<file path="src/sv/scr_pkg.sv">
`default_nettype none

package scr_pkg;

  localparam int unsigned PktLen = 7;
  localparam int unsigned PosW   = $clog2(PktLen + 1);

  typedef logic [7:0]      byte_t;
  typedef logic [PosW-1:0] pos_t;

  typedef enum logic {
    ReqSpi  = 1'b0,
    ReqTick = 1'b1
  } req_type_e;

  typedef enum logic {
    RegServoMin = 1'b0,
    RegServoMax = 1'b1
  } reg_idx_e;

  localparam byte_t CmdLampOn    = 8'h10;
  localparam byte_t CmdLampOff   = 8'h11;
  localparam byte_t CmdVentOpen  = 8'h20;
  localparam byte_t CmdVentClose = 8'h21;
  localparam byte_t CmdDoorQuery = 8'h30;
  localparam byte_t CmdStateReq  = 8'h40;
  localparam byte_t CmdLightQry  = 8'h41;
  localparam byte_t CmdDummy     = 8'hFF;

  localparam byte_t RplAck     = 8'h4F;
  localparam byte_t RplErr     = 8'hEE;
  localparam byte_t RplZero    = 8'h00;
  localparam byte_t PktTrailer = 8'hAA;

  localparam logic [14:0] ServoMinReset = 15'd900;
  localparam logic [14:0] ServoMaxReset = 15'd2450;

  localparam pos_t PosLast = pos_t'(PktLen - 1);
  localparam pos_t PosEnd  = pos_t'(PktLen);

  // Snapshot taken on a state request; the packet bytes derive from it.
  typedef struct packed {
    logic [15:0] ts;
    byte_t       light;
    logic [1:0]  door;
    logic        lamp;
  } snap_t;

  // Door code from the two active-low switch pins.
  function automatic logic [1:0] door_code(logic close_lvl, logic open_lvl);
    logic closed_on;
    logic open_on;
    logic [1:0] code;
    closed_on = !close_lvl;
    open_on   = !open_lvl;
    case ({closed_on, open_on})
      2'b10:   code = 2'd1;
      2'b01:   code = 2'd0;
      2'b00:   code = 2'd2;
      default: code = 2'd3;
    endcase
    return code;
  endfunction

  function automatic byte_t pkt_byte(snap_t s, pos_t idx);
    byte_t chk;
    byte_t b;
    chk = s.ts[15:8] ^ s.ts[7:0] ^ s.light ^ {6'b0, s.door} ^ {7'b0, s.lamp};
    case (idx)
      3'd0:    b = s.ts[15:8];
      3'd1:    b = s.ts[7:0];
      3'd2:    b = s.light;
      3'd3:    b = {6'b0, s.door};
      3'd4:    b = {7'b0, s.lamp};
      3'd5:    b = chk;
      default: b = PktTrailer;
    endcase
    return b;
  endfunction

endpackage

`default_nettype wire

</file>
<file path="src/sv/scr_req_if.sv">
`default_nettype none

interface scr_req_if;
  import scr_pkg::*;

  logic  valid;
  logic  ready;
  logic  req_type;
  byte_t spi_byte;
  byte_t light_byte;
  logic  close_switch_level;
  logic  open_switch_level;

  modport source (
    output valid, req_type, spi_byte, light_byte, close_switch_level, open_switch_level,
    input  ready
  );

  modport sink (
    input  valid, req_type, spi_byte, light_byte, close_switch_level, open_switch_level,
    output ready
  );
endinterface

`default_nettype wire

</file>
<file path="src/sv/scr_rsp_if.sv">
`default_nettype none

interface scr_rsp_if;
  import scr_pkg::*;

  logic        valid;
  logic        ready;
  byte_t       reply_byte;
  logic        lamp_on;
  logic [15:0] servo_ticks;

  modport source (
    output valid, reply_byte, lamp_on, servo_ticks,
    input  ready
  );

  modport sink (
    input  valid, reply_byte, lamp_on, servo_ticks,
    output ready
  );
endinterface

`default_nettype wire

</file>
<file path="src/sv/scr_ram.sv">
`default_nettype none

module scr_ram #(
  parameter int unsigned Width = 8,
  parameter int unsigned Depth = 7,
  parameter int unsigned AddrW = (Depth > 1) ? $clog2(Depth) : 1
) (
  input  wire logic                   clk_i,
  input  wire logic                   we_i,
  input  wire logic [AddrW-1:0]       waddr_i,
  input  wire logic [Width-1:0]       wdata_i,
  input  wire logic                   re_i,
  input  wire logic [AddrW-1:0]       raddr_i,
  output logic      [Width-1:0]       rdata_o
);
  logic [Width-1:0] mem_q [Depth];

  always_ff @(posedge clk_i) begin
    if (we_i) begin
      mem_q[waddr_i] <= wdata_i;
    end
    if (re_i) begin
      rdata_o <= mem_q[raddr_i];
    end
  end
endmodule

`default_nettype wire

</file>
<file path="src/sv/spi_command_responder.sv">
`default_nettype none

// SPI command responder. Each transfer on req_i is either a received SPI
// byte or a millisecond tick. A tick advances the 16-bit wrapping timestamp
// and yields no transfer on rsp_o; an SPI byte yields exactly one reply
// transfer, in order, carrying the reply byte plus the lamp and servo compare
// state after that byte. The block takes one transfer per clock; a reply is
// presented the cycle after its byte is taken and waits in the output stage
// while rsp_o stalls, during which req_i is held off. A state request (0x40)
// snapshots timestamp, light, door and lamp; the next six bytes stream the
// rest of the seven-byte packet out of the packet RAM and the seventh gets
// zero. The RAM is filled one byte per cycle after the request; bytes not yet
// written are forwarded from the snapshot. The user must write the servo pulse
// registers through cfg_we_i/cfg_idx_i/cfg_wdata_i only while the block is
// idle; the block itself does not enforce this.

module spi_command_responder (
  input  wire logic        clk_i,
  input  wire logic        rst_ni,
  input  wire logic        cfg_we_i,
  input  wire logic        cfg_idx_i,
  input  wire logic [14:0] cfg_wdata_i,
  scr_req_if.sink          req_i,
  scr_rsp_if.source        rsp_o
);
  import scr_pkg::*;

  // Configuration
  logic [14:0] servo_min_q, servo_max_q;

  // Architectural state
  logic [15:0] ts_q, ts_d;
  logic        lamp_q, lamp_d;
  logic [15:0] servo_q, servo_d;
  logic        strm_q, strm_d;
  pos_t        pos_q, pos_d;

  // Packet fill sweep
  snap_t snap_q, snap_new;
  logic  snap_load;
  logic  sweep_q;
  pos_t  wr_ptr_q;

  // Output stage
  logic        s1_valid_q;
  byte_t       reply_q;
  logic        use_ram_q;
  logic        lamp_out_q;
  logic [15:0] servo_out_q;

  logic  in_ready, req_fire, is_spi, is_tick;
  byte_t reply_new;
  logic  use_ram_new;
  logic  rd_en;
  pos_t  pos_inc;
  byte_t ram_rdata;

  assign in_ready    = !s1_valid_q || rsp_o.ready;
  assign req_i.ready = in_ready;
  assign req_fire    = req_i.valid && in_ready;
  assign is_spi      = req_fire && (req_i.req_type == ReqSpi);
  assign is_tick     = req_fire && (req_i.req_type == ReqTick);
  assign pos_inc     = pos_q + pos_t'(1);

  always_comb begin
    snap_new.ts    = ts_q;
    snap_new.light = req_i.light_byte;
    snap_new.door  = door_code(req_i.close_switch_level, req_i.open_switch_level);
    snap_new.lamp  = lamp_q;
  end

  always_comb begin
    ts_d        = ts_q;
    lamp_d      = lamp_q;
    servo_d     = servo_q;
    strm_d      = strm_q;
    pos_d       = pos_q;
    reply_new   = RplErr;
    use_ram_new = 1'b0;
    rd_en       = 1'b0;
    snap_load   = 1'b0;

    if (is_tick) begin
      ts_d = ts_q + 16'd1;
    end

    if (is_spi) begin
      if (strm_q) begin
        // Ignore the received byte; advance through the packet.
        if (pos_inc == PosEnd) begin
          strm_d    = 1'b0;
          pos_d     = '0;
          reply_new = RplZero;
        end else begin
          pos_d = pos_inc;
          if (sweep_q && (pos_inc >= wr_ptr_q)) begin
            // Not in the RAM yet: forward from the snapshot.
            reply_new = pkt_byte(snap_q, pos_inc);
          end else begin
            use_ram_new = 1'b1;
            rd_en       = 1'b1;
          end
        end
      end else begin
        case (req_i.spi_byte)
          CmdLampOn: begin
            lamp_d    = 1'b1;
            reply_new = RplAck;
          end
          CmdLampOff: begin
            lamp_d    = 1'b0;
            reply_new = RplAck;
          end
          CmdVentOpen: begin
            servo_d   = {servo_max_q, 1'b0};
            reply_new = RplAck;
          end
          CmdVentClose: begin
            servo_d   = {servo_min_q, 1'b0};
            reply_new = RplAck;
          end
          CmdDoorQuery: begin
            reply_new = {6'b0, snap_new.door};
          end
          CmdStateReq: begin
            snap_load = 1'b1;
            strm_d    = 1'b1;
            pos_d     = '0;
            reply_new = pkt_byte(snap_new, '0);
          end
          CmdLightQry: begin
            reply_new = req_i.light_byte;
          end
          CmdDummy: begin
            reply_new = RplZero;
          end
          default: begin
            reply_new = RplErr;
          end
        endcase
      end
    end
  end

  // Configuration writes
  always_ff @(posedge clk_i or negedge rst_ni) begin
    if (!rst_ni) begin
      servo_min_q <= ServoMinReset;
      servo_max_q <= ServoMaxReset;
    end else if (cfg_we_i) begin
      case (reg_idx_e'(cfg_idx_i))
        RegServoMin: servo_min_q <= cfg_wdata_i;
        RegServoMax: servo_max_q <= cfg_wdata_i;
        default: ;
      endcase
    end
  end

  // State registers
  always_ff @(posedge clk_i or negedge rst_ni) begin
    if (!rst_ni) begin
      ts_q    <= '0;
      lamp_q  <= 1'b0;
      servo_q <= {ServoMinReset, 1'b0};
      strm_q  <= 1'b0;
      pos_q   <= '0;
    end else begin
      ts_q    <= ts_d;
      lamp_q  <= lamp_d;
      servo_q <= servo_d;
      strm_q  <= strm_d;
      pos_q   <= pos_d;
    end
  end

  // Fill sweep: write packet bytes one through six after a state request.
  always_ff @(posedge clk_i or negedge rst_ni) begin
    if (!rst_ni) begin
      sweep_q  <= 1'b0;
      wr_ptr_q <= '0;
    end else if (snap_load) begin
      sweep_q  <= 1'b1;
      wr_ptr_q <= pos_t'(1);
    end else if (sweep_q) begin
      wr_ptr_q <= wr_ptr_q + pos_t'(1);
      if (wr_ptr_q == PosLast) begin
        sweep_q <= 1'b0;
      end
    end
  end

  always_ff @(posedge clk_i) begin
    if (snap_load) begin
      snap_q <= snap_new;
    end
  end

  scr_ram #(
    .Width ($bits(byte_t)),
    .Depth (PktLen)
  ) u_pkt_ram (
    .clk_i   (clk_i),
    .we_i    (sweep_q),
    .waddr_i (wr_ptr_q),
    .wdata_i (pkt_byte(snap_q, wr_ptr_q)),
    .re_i    (rd_en),
    .raddr_i (pos_inc),
    .rdata_o (ram_rdata)
  );

  // Output stage: advance when empty or drained, hold while stalled.
  always_ff @(posedge clk_i or negedge rst_ni) begin
    if (!rst_ni) begin
      s1_valid_q <= 1'b0;
    end else if (in_ready) begin
      s1_valid_q <= is_spi;
    end
  end

  always_ff @(posedge clk_i) begin
    if (is_spi) begin
      reply_q     <= reply_new;
      use_ram_q   <= use_ram_new;
      lamp_out_q  <= lamp_d;
      servo_out_q <= servo_d;
    end
  end

  assign rsp_o.valid       = s1_valid_q;
  assign rsp_o.reply_byte  = use_ram_q ? ram_rdata : reply_q;
  assign rsp_o.lamp_on     = lamp_out_q;
  assign rsp_o.servo_ticks = servo_out_q;

endmodule

`default_nettype wire

</file>
<file path="src/flat_wrapper.sv">
// flat-port wrapper written by rule: the top's interface ports become plain ports
module spi_command_responder_flat import scr_pkg::*;
  (clk_i, rst_ni, cfg_we_i, cfg_idx_i, cfg_wdata_i, req_i_valid, req_i_req_type, req_i_spi_byte, req_i_light_byte, req_i_close_switch_level, req_i_open_switch_level, req_i_ready, rsp_o_valid, rsp_o_reply_byte, rsp_o_lamp_on, rsp_o_servo_ticks, rsp_o_ready);
  scr_req_if req_i_i ();
  scr_rsp_if rsp_o_i ();
  input  wire logic clk_i;
  input  wire logic rst_ni;
  input  wire logic cfg_we_i;
  input  wire logic cfg_idx_i;
  input  wire logic [14:0] cfg_wdata_i;
  input wire logic [$bits(req_i_i.valid)-1:0] req_i_valid;
  input wire logic [$bits(req_i_i.req_type)-1:0] req_i_req_type;
  input wire logic [$bits(req_i_i.spi_byte)-1:0] req_i_spi_byte;
  input wire logic [$bits(req_i_i.light_byte)-1:0] req_i_light_byte;
  input wire logic [$bits(req_i_i.close_switch_level)-1:0] req_i_close_switch_level;
  input wire logic [$bits(req_i_i.open_switch_level)-1:0] req_i_open_switch_level;
  output wire logic [$bits(req_i_i.ready)-1:0] req_i_ready;
  output wire logic [$bits(rsp_o_i.valid)-1:0] rsp_o_valid;
  output wire logic [$bits(rsp_o_i.reply_byte)-1:0] rsp_o_reply_byte;
  output wire logic [$bits(rsp_o_i.lamp_on)-1:0] rsp_o_lamp_on;
  output wire logic [$bits(rsp_o_i.servo_ticks)-1:0] rsp_o_servo_ticks;
  input wire logic [$bits(rsp_o_i.ready)-1:0] rsp_o_ready;
  assign req_i_i.valid = req_i_valid;
  assign req_i_i.req_type = req_i_req_type;
  assign req_i_i.spi_byte = req_i_spi_byte;
  assign req_i_i.light_byte = req_i_light_byte;
  assign req_i_i.close_switch_level = req_i_close_switch_level;
  assign req_i_i.open_switch_level = req_i_open_switch_level;
  assign req_i_ready = req_i_i.ready;
  assign rsp_o_valid = rsp_o_i.valid;
  assign rsp_o_reply_byte = rsp_o_i.reply_byte;
  assign rsp_o_lamp_on = rsp_o_i.lamp_on;
  assign rsp_o_servo_ticks = rsp_o_i.servo_ticks;
  assign rsp_o_i.ready = rsp_o_ready;
  spi_command_responder u_core (.clk_i(clk_i), .rst_ni(rst_ni), .cfg_we_i(cfg_we_i), .cfg_idx_i(cfg_idx_i), .cfg_wdata_i(cfg_wdata_i), .req_i(req_i_i), .rsp_o(rsp_o_i));
endmodule
</file>
<file path="config.mk">
export PLATFORM = sky130hd
export DESIGN_NAME = spi_command_responder_flat
export DESIGN_NICKNAME = d
export VERILOG_FILES = /design/src/sv/scr_pkg.sv /design/src/sv/scr_req_if.sv /design/src/sv/scr_rsp_if.sv /design/src/sv/scr_ram.sv /design/src/sv/spi_command_responder.sv /design/src/flat_wrapper.sv
export SDC_FILE = /design/constraint.sdc
export NUM_CORES = 1
export LEC_CHECK = 0
export BUFFER_PORTS_ARGS = -buffer_cell sky130_fd_sc_hd__buf_4
export CORE_MARGIN = 3
export CORE_UTILIZATION = 56
export DETAILED_ROUTE_END_ITERATION = 7
export GPL_ROUTABILITY_DRIVEN = 0
export GPL_TIMING_DRIVEN = 0
export PLACE_DENSITY = 0.75
export REMOVE_ABC_BUFFERS = 1
export SYNTH_ARGS = -nofsm -noshare
export SYNTH_HDL_FRONTEND = slang
export SYNTH_SLANG_ARGS = --single-unit
</file>
<file path="constraint.sdc">
create_clock -name clk_i -period 4.08 [get_ports clk_i]
set_clock_uncertainty 0.1 [all_clocks]
set_input_delay 0.816 -clock clk_i [delete_from_list [all_inputs] [get_ports clk_i]]
set_output_delay 0.816 -clock clk_i [all_outputs]
set_load 0.05 [all_outputs]
</file>
# Word-level counts from Yosys, hierarchy flattened
# Memories as Yosys holds them, arrays and structs flattened. A register that Yosys moved wholly into a read port is not among the register bits.
# Index checks and enable logic that the tools add are counted.
word_totals:
  out_inout_bits: 27
  input_bits: 40
  mem_count: 1
  reg_bits: 125
  ram_bits: 56
memory_table:
  columns: ["memory", "depth", "word_bits", "read_ports", "rd_clocked_by_memory_dff", "wr", "line_no", "rtl"]
  rows:
  - ["u_core.u_pkt_ram.mem_q", 7, 8, 1, 1, 1, "scr_ram.sv:16", "logic [Width-1:0] mem_q [Depth];"]
op_classes:
  eq_ne: 22
  add_sub_neg: 3
  bitwise: 6
  reduce_logical: 17
  mux: 33
  n_lt_le_gt_ge: 1
ops:
  columns: ["operator", "count"]
  rows:
  - ["8-bit one-hot mux with 6 select lines", 2]
  - ["8-bit one-hot mux with 5 select lines", 1]
  - ["16-bit 2-to-1 mux", 2]
  - ["8-bit 2-to-1 mux", 4]
  - ["16-bit one-hot mux with 2 select lines", 1]
  - ["8-bit by 6-bit equality test with 1-bit output (second input constant)", 3]
  - ["3-bit equality test (second input constant)", 6]
  - ["16-bit by 1-bit adder with 16-bit output (second input constant)", 1]
  - ["8-bit by 5-bit equality test with 1-bit output (second input constant)", 2]
  - ["8-bit by 7-bit equality test with 1-bit output (second input constant)", 2]
  - ["1-bit 2-to-1 mux", 16]
  - ["8-bit bitwise XOR", 2]
  - ["3-bit 2-to-1 mux", 5]
  - ["3-bit by 2-bit equality test with 1-bit output (second input constant)", 4]
  - ["8-bit equality test (second input constant)", 1]
  - ["8-bit by 1-bit bitwise XOR with 8-bit output", 1]
  - ["8-bit by 2-bit bitwise XOR with 8-bit output", 1]
  - ["3-bit by 1-bit adder with 3-bit output (second input constant)", 2]
  - ["3-bit by 1-bit equality test with 1-bit output (second input constant)", 2]
  - ["3-bit zero test", 2]
  - ["2-bit one-hot mux with 3 select lines", 1]
  - ["2-bit AND reduction", 3]
  - ["1-bit logical AND", 4]
  - ["2-bit nonzero test", 2]
  - ["other kinds (9)", 12]

# Longest topological paths before layout
# Gate-level depths: netlist of the first run.
logic_depth:
  word_depth: 8
  depth_mapped: 10
  depth_no_buf: 8

# Hierarchy
# A second synthesis of the first run with hierarchy kept.
hier_totals:
  hier_cells: 616
  area_unflattened_um2: 8613.3
modules_own_cells:
  columns: ["mod", "instances", "cells_each", "area_per_inst_um2"]
  rows:
  - ["spi_command_responder", 1, 483, 6017.0]
  - ["scr_ram", 1, 133, 2596.2]

# Least setup slack after synthesis of the first run
# OpenSTA, ideal clock, no wires.
synth_timing:
  kind: "input port to flip-flop"
  start: "input port req_i_spi_byte[3]"
  end: "register u_core.snap_q[0] in the netlist's numbering, enable pin"
  arrival_ps: 3046
  path_buffers: 1
  setup_time_ps: 412
  stages: 4
  slack_ps: 522
  path_cell_list: "or4_4 buf_6 nor3_4 nor3b_2"
synth_via:
  elab_chain_cells: 4
synth_lines:
  columns: ["item", "line_no", "rtl"]
  rows:
  - ["start: declaration", "flat_wrapper.sv:13", "input wire logic [$bits(req_i_i.spi_byte)-1:0] req_i_spi_byte;"]
  - ["8-bit by 7-bit equality test with 1-bit output", "spi_command_responder.sv:105", "case (req_i.spi_byte)"]
  - ["1-bit 2-to-1 mux", "spi_command_responder.sv:105", null]
  - ["1-bit 2-to-1 mux", "spi_command_responder.sv:88", "if (strm_q) begin"]
  - ["1-bit 2-to-1 mux", "spi_command_responder.sv:87", "if (is_spi) begin"]
  - ["via u_core.snap_load", "spi_command_responder.sv:40", "logic snap_load;"]
  - ["end signal: assignment", "spi_command_responder.sv:194", "snap_q <= snap_new;"]
  - ["end: declaration", "spi_command_responder.sv:39", "snap_t snap_q, snap_new;"]
# The timed path passes the listed nets, and every way through them passes these cells.
# A chain may end at the register's enable or synchronous reset.

# Worst setup path in the final report of the first run
layout_timing:
  start: "register u_core.pos_q[0]"
  end: "register u_core.u_pkt_ram.rdata_o[1], read port of u_core.u_pkt_ram.mem_q, enable pin"
layout_via:
  elab_chain_cells: 7
  word_cells_on_any_way: 8
  cone_classes: "add/sub: 1; order compare: 1; eq/ne: 1; mux: 4; reduce/logical: 1"
layout_lines:
  columns: ["item", "line_no", "rtl"]
  rows:
  - ["start: declaration", "spi_command_responder.sv:36", "pos_t pos_q, pos_d;"]
  - ["start signal: assignment", "spi_command_responder.sv:172", "pos_q <= pos_d;"]
  - ["3-bit by 1-bit adder with 3-bit output (*)", "spi_command_responder.sv:63", "assign pos_inc = pos_q + pos_t'(1);"]
  - ["3-bit >= comparator", "spi_command_responder.sv:96", "if (sweep_q && (pos_inc >= wr_ptr_q)) begin"]
  - ["1-bit logical AND", "spi_command_responder.sv:96", null]
  - ["1-bit 2-to-1 mux", "spi_command_responder.sv:96", null]
  - ["1-bit 2-to-1 mux (*)", "spi_command_responder.sv:90", "if (pos_inc == PosEnd) begin"]
  - ["1-bit 2-to-1 mux (*)", "spi_command_responder.sv:88", null]
  - ["1-bit 2-to-1 mux (*)", "spi_command_responder.sv:87", null]
  - ["via u_core.rd_en", "spi_command_responder.sv:54", "logic rd_en;"]
  - ["end: declaration", "scr_ram.sv:14", "output logic [Width-1:0] rdata_o"]
# Mark *: on every way through the listed nets, which the timed path passes. The rest lies on a longest branch.

==> key figures, run 1 <==
CTS
  • CTS tree: yes
  • H-tree depth: 4
  • Clk sinks: 189
  • Total CTS buffers: 17
  • Worst-skew pair later-pin latency: 0.43 ns
  • Clk slew on worst S/H paths: 0.06 ns
  • Root Buffer: clkbuf_16
  • Clock buffer depth: 2

Die
  • Num rows: 44
  • Starting density of the core: 0.574
  • Die Width: 128 um
  • Die Y: 128 um
  • IO Pins: 67
  • Core area: about 0.015 sq mm
  • Die area: 0.0165 sq mm

Yosys
  • Synth area leaders: edfxtp_1 42%, dfrtp_1 18%, mux2_2 11%, dfstp_2 4.1%, xnor2_1 2.8%
  • Largest area contributor in the synthesized netlist: edfxtp_1
  • Ys async rst share: 0.381
  • Synth unique cells: 60
  • Top-area cell type share of the netlist area: 0.420
  • Ys flop type: edfxtp_1
  • Avg Cell Area, Syn: 14.8 sq um
  • Ys Warns: 0
  • Synth cell count leaders: 117 x edfxtp_1, 79 x mux2_2, 59 x dfrtp_1, 30 x nor2_1, 27 x xnor2_1
  • Post-synth EDFFs: between 100 and 150
  • Synthesized cell area: ~0.0084 sq mm
  • Most frequent cell after synthesis: edfxtp_1
  • Sequential share of the synthesized area: 0.637
  • Synth Register Bits: around 190
  • Synthesized instance count: between 500 and 600

Routing
  • Via/cell ratio: approximately 6
  • Routed Antenna Nets: 0
  • Via count: 5015
  • Residual DRC count: 0
  • Pre-antenna DRT Iters: 6
  • Drt total wl: 16900 um
  • Routed wire per std cell: 20.6 um
  • DRT iter0 DRCs: around 640

Global routing
  • Pin count of the biggest net entering global routing: 73
  • Most Crowded Layer GR: met2
  • GR Util met2: 0.333
  • M1 GR Usage: 0.297
  • Total track usage: 0.214
  • Initial antenna violation count: 0
  • First-pass GRT wire length: 26700 um
  • Met3 usage: 0.0513
  • Gr ovfl total: 0
  • Vias in the first global route: slightly above 5k

Timing
  • Fin. max-slew vios: 0
  • Final period utilization: 0.898
  • Relative max-transition margin: 0.108
  • Tmin final: approximately 3.7 ns
  • Max Freq: ~0.27 GHz
  • Unrepaired setup endpoints after global routing: no
  • Hold Violations, Final: 0
  • Worst-margin pin slew: 1.33 ns
  • Setup violators final: 0
  • Hold_ws: roughly 0.37 ns

Flow run
  • Max_cap viols: 0

Final layout
  • Final #Nets: roughly 680
  • Seq. cell area: 0.00533 sq mm
  • Area of the multi-input gates: between 0.002 and 0.003 sq mm
  • Layout fillers: about 1.0k
  • ANT cells: 0
  • Fin util: 0.654
  • Fraction of layout cells with a size suffix above 1: 0.322
  • Syn-to-layout area delta: 14.0%

Worst hold path
  • Hold Path Class: reg -> reg

Outcome
  • Status: completed

Power
  • Static Leakage: approximately 3.7 nW
  • Worst IR drop on VDD: 0.000303 V
  • PwrDens: 517 mW/mm^2

Setup path
  • Top cell by count, worst path: ha_1
  • Worst EP required: 4.04 ns
  • Crit path launch type: register
  • Slowest-stage cell, CP: dfrtp_2
  • CP arrival: 3.63 ns
  • CP cell instances: ha_1 -> ha_4 -> inv_1 -> ha_1 -> o21ai_0 -> nor2_1 -> or2_2 -> nor2_2
  • CP max stage delay: 0.63 ns
  • CP Max Fanout: 36
  • Critical path class: reg -> reg
  • CP Capture Type: register

Place
  • DP HPWL: roughly 11000 um
  • IO Port Bufs: 66
[final timing paths]
path	from	endpoint	slack [ns]	cells past startpoint
max in group asynchronous	rst_ni	u_core.pos_q[0]$_DFFE_PN0P_	2.83	1
hold / removal	u_core.lamp_q$_DFF_PN0_	u_core.snap_q[0]$_DFFE_PP_	0.37	0
hold reg to reg	u_core.lamp_q$_DFF_PN0_	u_core.snap_q[0]$_DFFE_PP_	0.37	0
min in group asynchronous	rst_ni	u_core.servo_max_q[14]$_DFFE_PN0P_	0.42	1
setup reg to reg	u_core.pos_q[0]$_DFFE_PN0P_	u_core.u_pkt_ram.rdata_o[1]$_DFFE_PP_	0.41	8
setup / recovery	u_core.pos_q[0]$_DFFE_PN0P_	u_core.u_pkt_ram.rdata_o[1]$_DFFE_PP_	0.41	8
[kinds of logic after synthesis]
logic type	synth area share
flops	0.637
simple gates	0.0658
mux	0.139
compound gates	0.0761
buf+inv	0.0208
xor+xnor	0.0366
fa+ha+maj	0.0254
[area by class of cell]
class | count | share of cell area
Sequential cell | 189 | 0.559
Multi-Input combinational cell | 334 | 0.303
Timing Repair Buffer | 67 | 0.0535
Clock buffer | 23 | 0.0490
Tap cell | 184 | 0.0241
Inverter | 17 | 0.00668
Clock inverter | 9 | 0.00498
[stage by stage]
stage / area [sq um] / TNS (ns) / power, mW / setup slack [ns] / cells
floorplan: 8260 / 0 / 3.14 / 0.358 / 540
detailed placement: 9010 / -8.11 / 3.49 / -0.835 / 791
CTS: 9530 / 0 / 4.95 / 0.0833 / 823
global route: 9550 / 0 / 5.15 / 0.165 / 823
global placement: 8990 / -6.18 / 3.43 / -0.672 / 790
finish: 9550 / 0 / 4.93 / 0.414 / 823
[cell usage in the layout, fill, tap and decap left out, types with 5 or more instances in the layout]
| master | n |
|---|---|
| mux2_2 | 79 |
| xnor2_1 | 27 |
| inv_1 | 16 |
| o22ai_1 | 5 |
| xor2_1 | 8 |
| nor3_1 | 12 |
| o21ai_0 | 9 |
| clkinv_1 | 6 |
| dfrtp_1 | 58 |
| nand4_1 | 7 |
| nand3_1 | 7 |
| ha_1 | 16 |
| a21oi_1 | 17 |
| a222oi_1 | 14 |
| buf_4 | 66 |
| mux4_2 | 8 |
| nand2_1 | 16 |
| dfstp_2 | 13 |
| clkbuf_16 | 17 |
| edfxtp_1 | 117 |
| mux2i_1 | 9 |
| nor2_1 | 29 |
[timing repair]
action                     4_1_cts  5_1_grt
hold endpoints to repair         0        0
gates resized for setup          3        1
setup endpoints to repair       17        8
pin swaps                        0        0
hold buffers                     0        0
buffers inserted                 0        0
[where the power goes]
part | switching, mW | internal, mW | leakage [nW]
clock network | 0.654 | 0.802 | 0.253
logic | 0.607 | 0.421 | 1.46
registers | 0.141 | 2.31 | 1.97
total | 1.40 | 3.53 | 3.68
[per-layer routing]
metal	up-vias	routed length, um	share of wire
met4	0	278	0.016
li1	2285	-	-
met3	36	1080	0.064
met2	221	8210	0.48
met5	-	0	0
met1	2473	7370	0.44
[critical path, delay by kind of cell (launching register included)]
family | cells | cell delay (ns)
simple gates | 3 | 0.86
flops | 1 | 0.63
buf+inv | 1 | 0.18
fa+ha+maj | 3 | 1.21
compound gates | 1 | 0.31
[registers in the layout, summed over array words and instances, names as in the netlist, 3 cells and up]
name / flops
u_core.pos_q: 3
u_core.reply_q: 8
u_core.rsp_o.servo_ticks: 16
u_core.servo_max_q: 15
u_core.servo_min_q: 15
u_core.servo_q: 16
u_core.snap_q: 27
u_core.ts_q: 16
u_core.u_pkt_ram.mem_q: 56
u_core.u_pkt_ram.rdata_o: 8
u_core.wr_ptr_q: 3
(Power assumes the default switching activity.)
==> inputs of run 2 (changes only) <==
Clock period 4.08 ns to 3.42 ns, I/O delays scaled along.
==> run 2 against run 1 <==
  * Register-to-register slack worse by 0.17 ns
  * Clock power is 19% higher
  * Sequential power is 19% higher
  * Setup slack worse by 0.17 ns
  * Wire length is 0.45% higher
  * Core utilization is 0.32 points higher
  * First-iteration DRC count is 1.2% higher
  * Via count is 0.20% higher
  * Sequential share of layout area is 0.24 points lower
  * Die area stayed put
  * Final area is 0.48% higher
  * Clock-buffer cell count stayed put
  * Highest routed layer unchanged
==> key figures, run 2 (synthesized netlist as in run 1, its figures left out) <==
Flow run
  • Max_cap viols: 0 (unchanged)

Routing
  • Residual DRC count: 0 (unchanged)
  • Via/cell ratio: 6.08 (was 6.09)
  • Drt total wl: 17000 um (was 16900 um)
  • Routed Antenna Nets: 0 (unchanged)
  • Pre-antenna DRT Iters: 6 (unchanged)
  • DRT iter0 DRCs: 651 (was 643)
  • Via count: 5025 (was 5015)
  • Routed wire per std cell: 20.6 um (about the same)

Final layout
  • Most frequent cells in the layout: 117 x edfxtp_1, 79 x mux2_2, 69 x buf_4 (was 117 x edfxtp_1, 79 x mux2_2, 66 x buf_4)
  • Fraction of layout cells with a size suffix above 1: 0.328 (was 0.322)
  • ANT cells: 0 (unchanged)
  • Final #Nets: 687 (was 683)
  • Most flops, register: u_core.u_pkt_ram.mem_q (unchanged)
  • Final non-filler cell total: 827 (was 823)
  • Commonest non-fill, non-tap cell in the layout: edfxtp_1 (unchanged)
  • Biggest regs: u_core.u_pkt_ram.mem_q (56), u_core.snap_q (27) (unchanged)
  • Largest register FFs: 56 (unchanged)
  • Fin util: 0.658 (was 0.654)
  • Syn-to-layout area delta: 14.6% (was 14.0%)
  • Final instance area: 0.00959 sq mm (was 0.00955 sq mm)

Die
  • Die Y: 128 um (unchanged)
  • IO Pins: 67 (unchanged)
  • Starting density of the core: 0.574 (unchanged)
  • Num rows: 44 (unchanged)
  • Die area: 0.0165 sq mm (unchanged)
  • Core area: 0.0146 sq mm (unchanged)
  • Die Width: 128 um (unchanged)

Global routing
  • Gr ovfl total: 0 (unchanged)
  • Pin count of the biggest net entering global routing: 73 (unchanged)
  • First-pass GRT wire length: 26900 um (was 26700 um)
  • Vias in the first global route: 5084 (was 5049)
  • Total track usage: 0.216 (was 0.214)
  • Initial antenna violation count: 0 (unchanged)

CTS
  • Total CTS buffers: 17 (unchanged)
  • Worst-skew pair later-pin latency: 0.43 ns (about the same)
  • Hold buffers post-CTS: 0 (unchanged)
  • CTS tree: yes (unchanged)
  • H-tree depth: 4 (unchanged)
  • Clock buffer depth: 2 (unchanged)
  • Clk sinks: 189 (unchanged)
  • Root Buffer: clkbuf_16 (unchanged)
  • Clk slew on worst S/H paths: 0.06 ns (about the same)

Timing
  • Hold_ws: 0.282 ns (was 0.370 ns)
  • Fin. max-slew vios: 0 (unchanged)
  • Worst-margin pin slew: 1.31 ns (was 1.33 ns)
  • Max Freq: 0.314 GHz (was 0.273 GHz)
  • Tmin final: 3.18 ns (was 3.67 ns)
  • Unrepaired setup endpoints after global routing: no (unchanged)
  • Final period utilization: 0.930 (was 0.898)
  • Hold Violations, Final: 0 (unchanged)
  • Final Worst Setup Slack: 0.239 ns (was 0.414 ns)
  • Setup TNS: 0 ns (unchanged)
  • Setup violators final: 0 (unchanged)
  • Relative max-transition margin: 0.123 (was 0.108)

Power
  • Static Leakage: 3.70 nW (was 3.68 nW)
  • Clock Power Share: 0.294 (was 0.295)
  • Switching Fraction: 0.285 (was 0.284)
  • Sequential share of power: 0.493 (was 0.496)
  • Internal power: 4.24 mW (was 3.53 mW)
  • Worst IR drop on VDD: 0.000366 V (was 0.000303 V)
  • Gate power share: 0.213 (was 0.208)
  • Total Power: 5.92 mW (was 4.93 mW)
  • PwrDens: 617 mW/mm^2 (was 517 mW/mm^2)
  • Sw Pwr: 1.69 mW (was 1.40 mW)

Setup path
  • CP arrival: 3.18 ns (was 3.63 ns)
  • CP Capture Type: register (unchanged)
  • FF-to-FF setup slack: 0.24 ns (was 0.41 ns)
  • Critical path class: reg -> reg (unchanged)
  • Worst EP required: 3.42 ns (was 4.04 ns)
  • Crit path launch type: register (unchanged)
  • CP Max Fanout: 20 (was 36)

Place
  • IO Port Bufs: 66 (unchanged)
  • Worst slack, placed: -1.49 ns (was -0.835 ns)
  • Area post-placement: 0.00901 sq mm (unchanged)
  • DP HPWL: 11400 um (unchanged)
  • Placed insts: 791 (unchanged)

Outcome
  • Status: completed (unchanged)

Worst hold path
  • Hold Path Class: in -> async (was reg -> reg)
run 2: area by class of cell:
| cell class | instances | area (sq um) |
|---|---|---|
| Fill cell | 1029 | 4990 |
| Timing Repair Buffer | 71 | 544 |
| Multi-Input combinational cell | 334 | 2910 |
| Tap cell | 184 | 230 |
| Clock inverter | 9 | 47.5 |
| Inverter | 17 | 63.8 |
| Clock buffer | 23 | 468 |
| Sequential cell | 189 | 5340 |
run 2: repair_timing:
action	in CTS	in global routing
setup buffers	1	3
gates resized for setup	6	2
gates cloned	0	0
pin swaps	1	1
setup endpoints to repair	26	8
run 2: critical path: stages (launching register included):
cell,delay (ns)
dfrtp_4,0.65
inv_1,0.15
ha_1,0.64
ha_1,0.34
a211oi_2,0.25
nor2_1,0.11
or2_2,0.35
nor2_4,0.26
run 2: worst paths after layout:
kind / from / to / cells after the start
min in group clk_i: req_i_light_byte[2] / u_core.snap_q[5]$_DFFE_PP_ / 1
worst min register to register: u_core.lamp_q$_DFF_PN0_ / u_core.snap_q[0]$_DFFE_PP_ / 0
max in group asynchronous: rst_ni / u_core.pos_q[0]$_DFFE_PN0P_ / 1
worst max-delay path: u_core.pos_q[0]$_DFFE_PN0P_ / u_core.u_pkt_ram.rdata_o[1]$_DFFE_PP_ / 7
worst min-delay path: rst_ni / u_core.servo_max_q[14]$_DFFE_PN0P_ / 1
worst max register to register: u_core.pos_q[0]$_DFFE_PN0P_ / u_core.u_pkt_ram.rdata_o[1]$_DFFE_PP_ / 7
run 2: routing by layer:
layer	track usage	vias to the layer above	wire [um]
met3	0.0513	50	1130
li1	-	2298	-
met2	0.336	216	8160
met1	0.298	2461	7350
met4	0.0793	0	376
met5	0	-	0
run 2: power by group through the flow:
stage          sequential, mW  combinational, mW  clock, mW
2_1_floorplan            2.94              0.806          0
3_3_place_gp             2.95               1.14          0
3_5_place_dp             2.96               1.20          0
4_1_cts                  2.92               1.23       1.77
5_1_grt                  2.94               1.38       1.86
6_report                 2.92               1.26       1.74
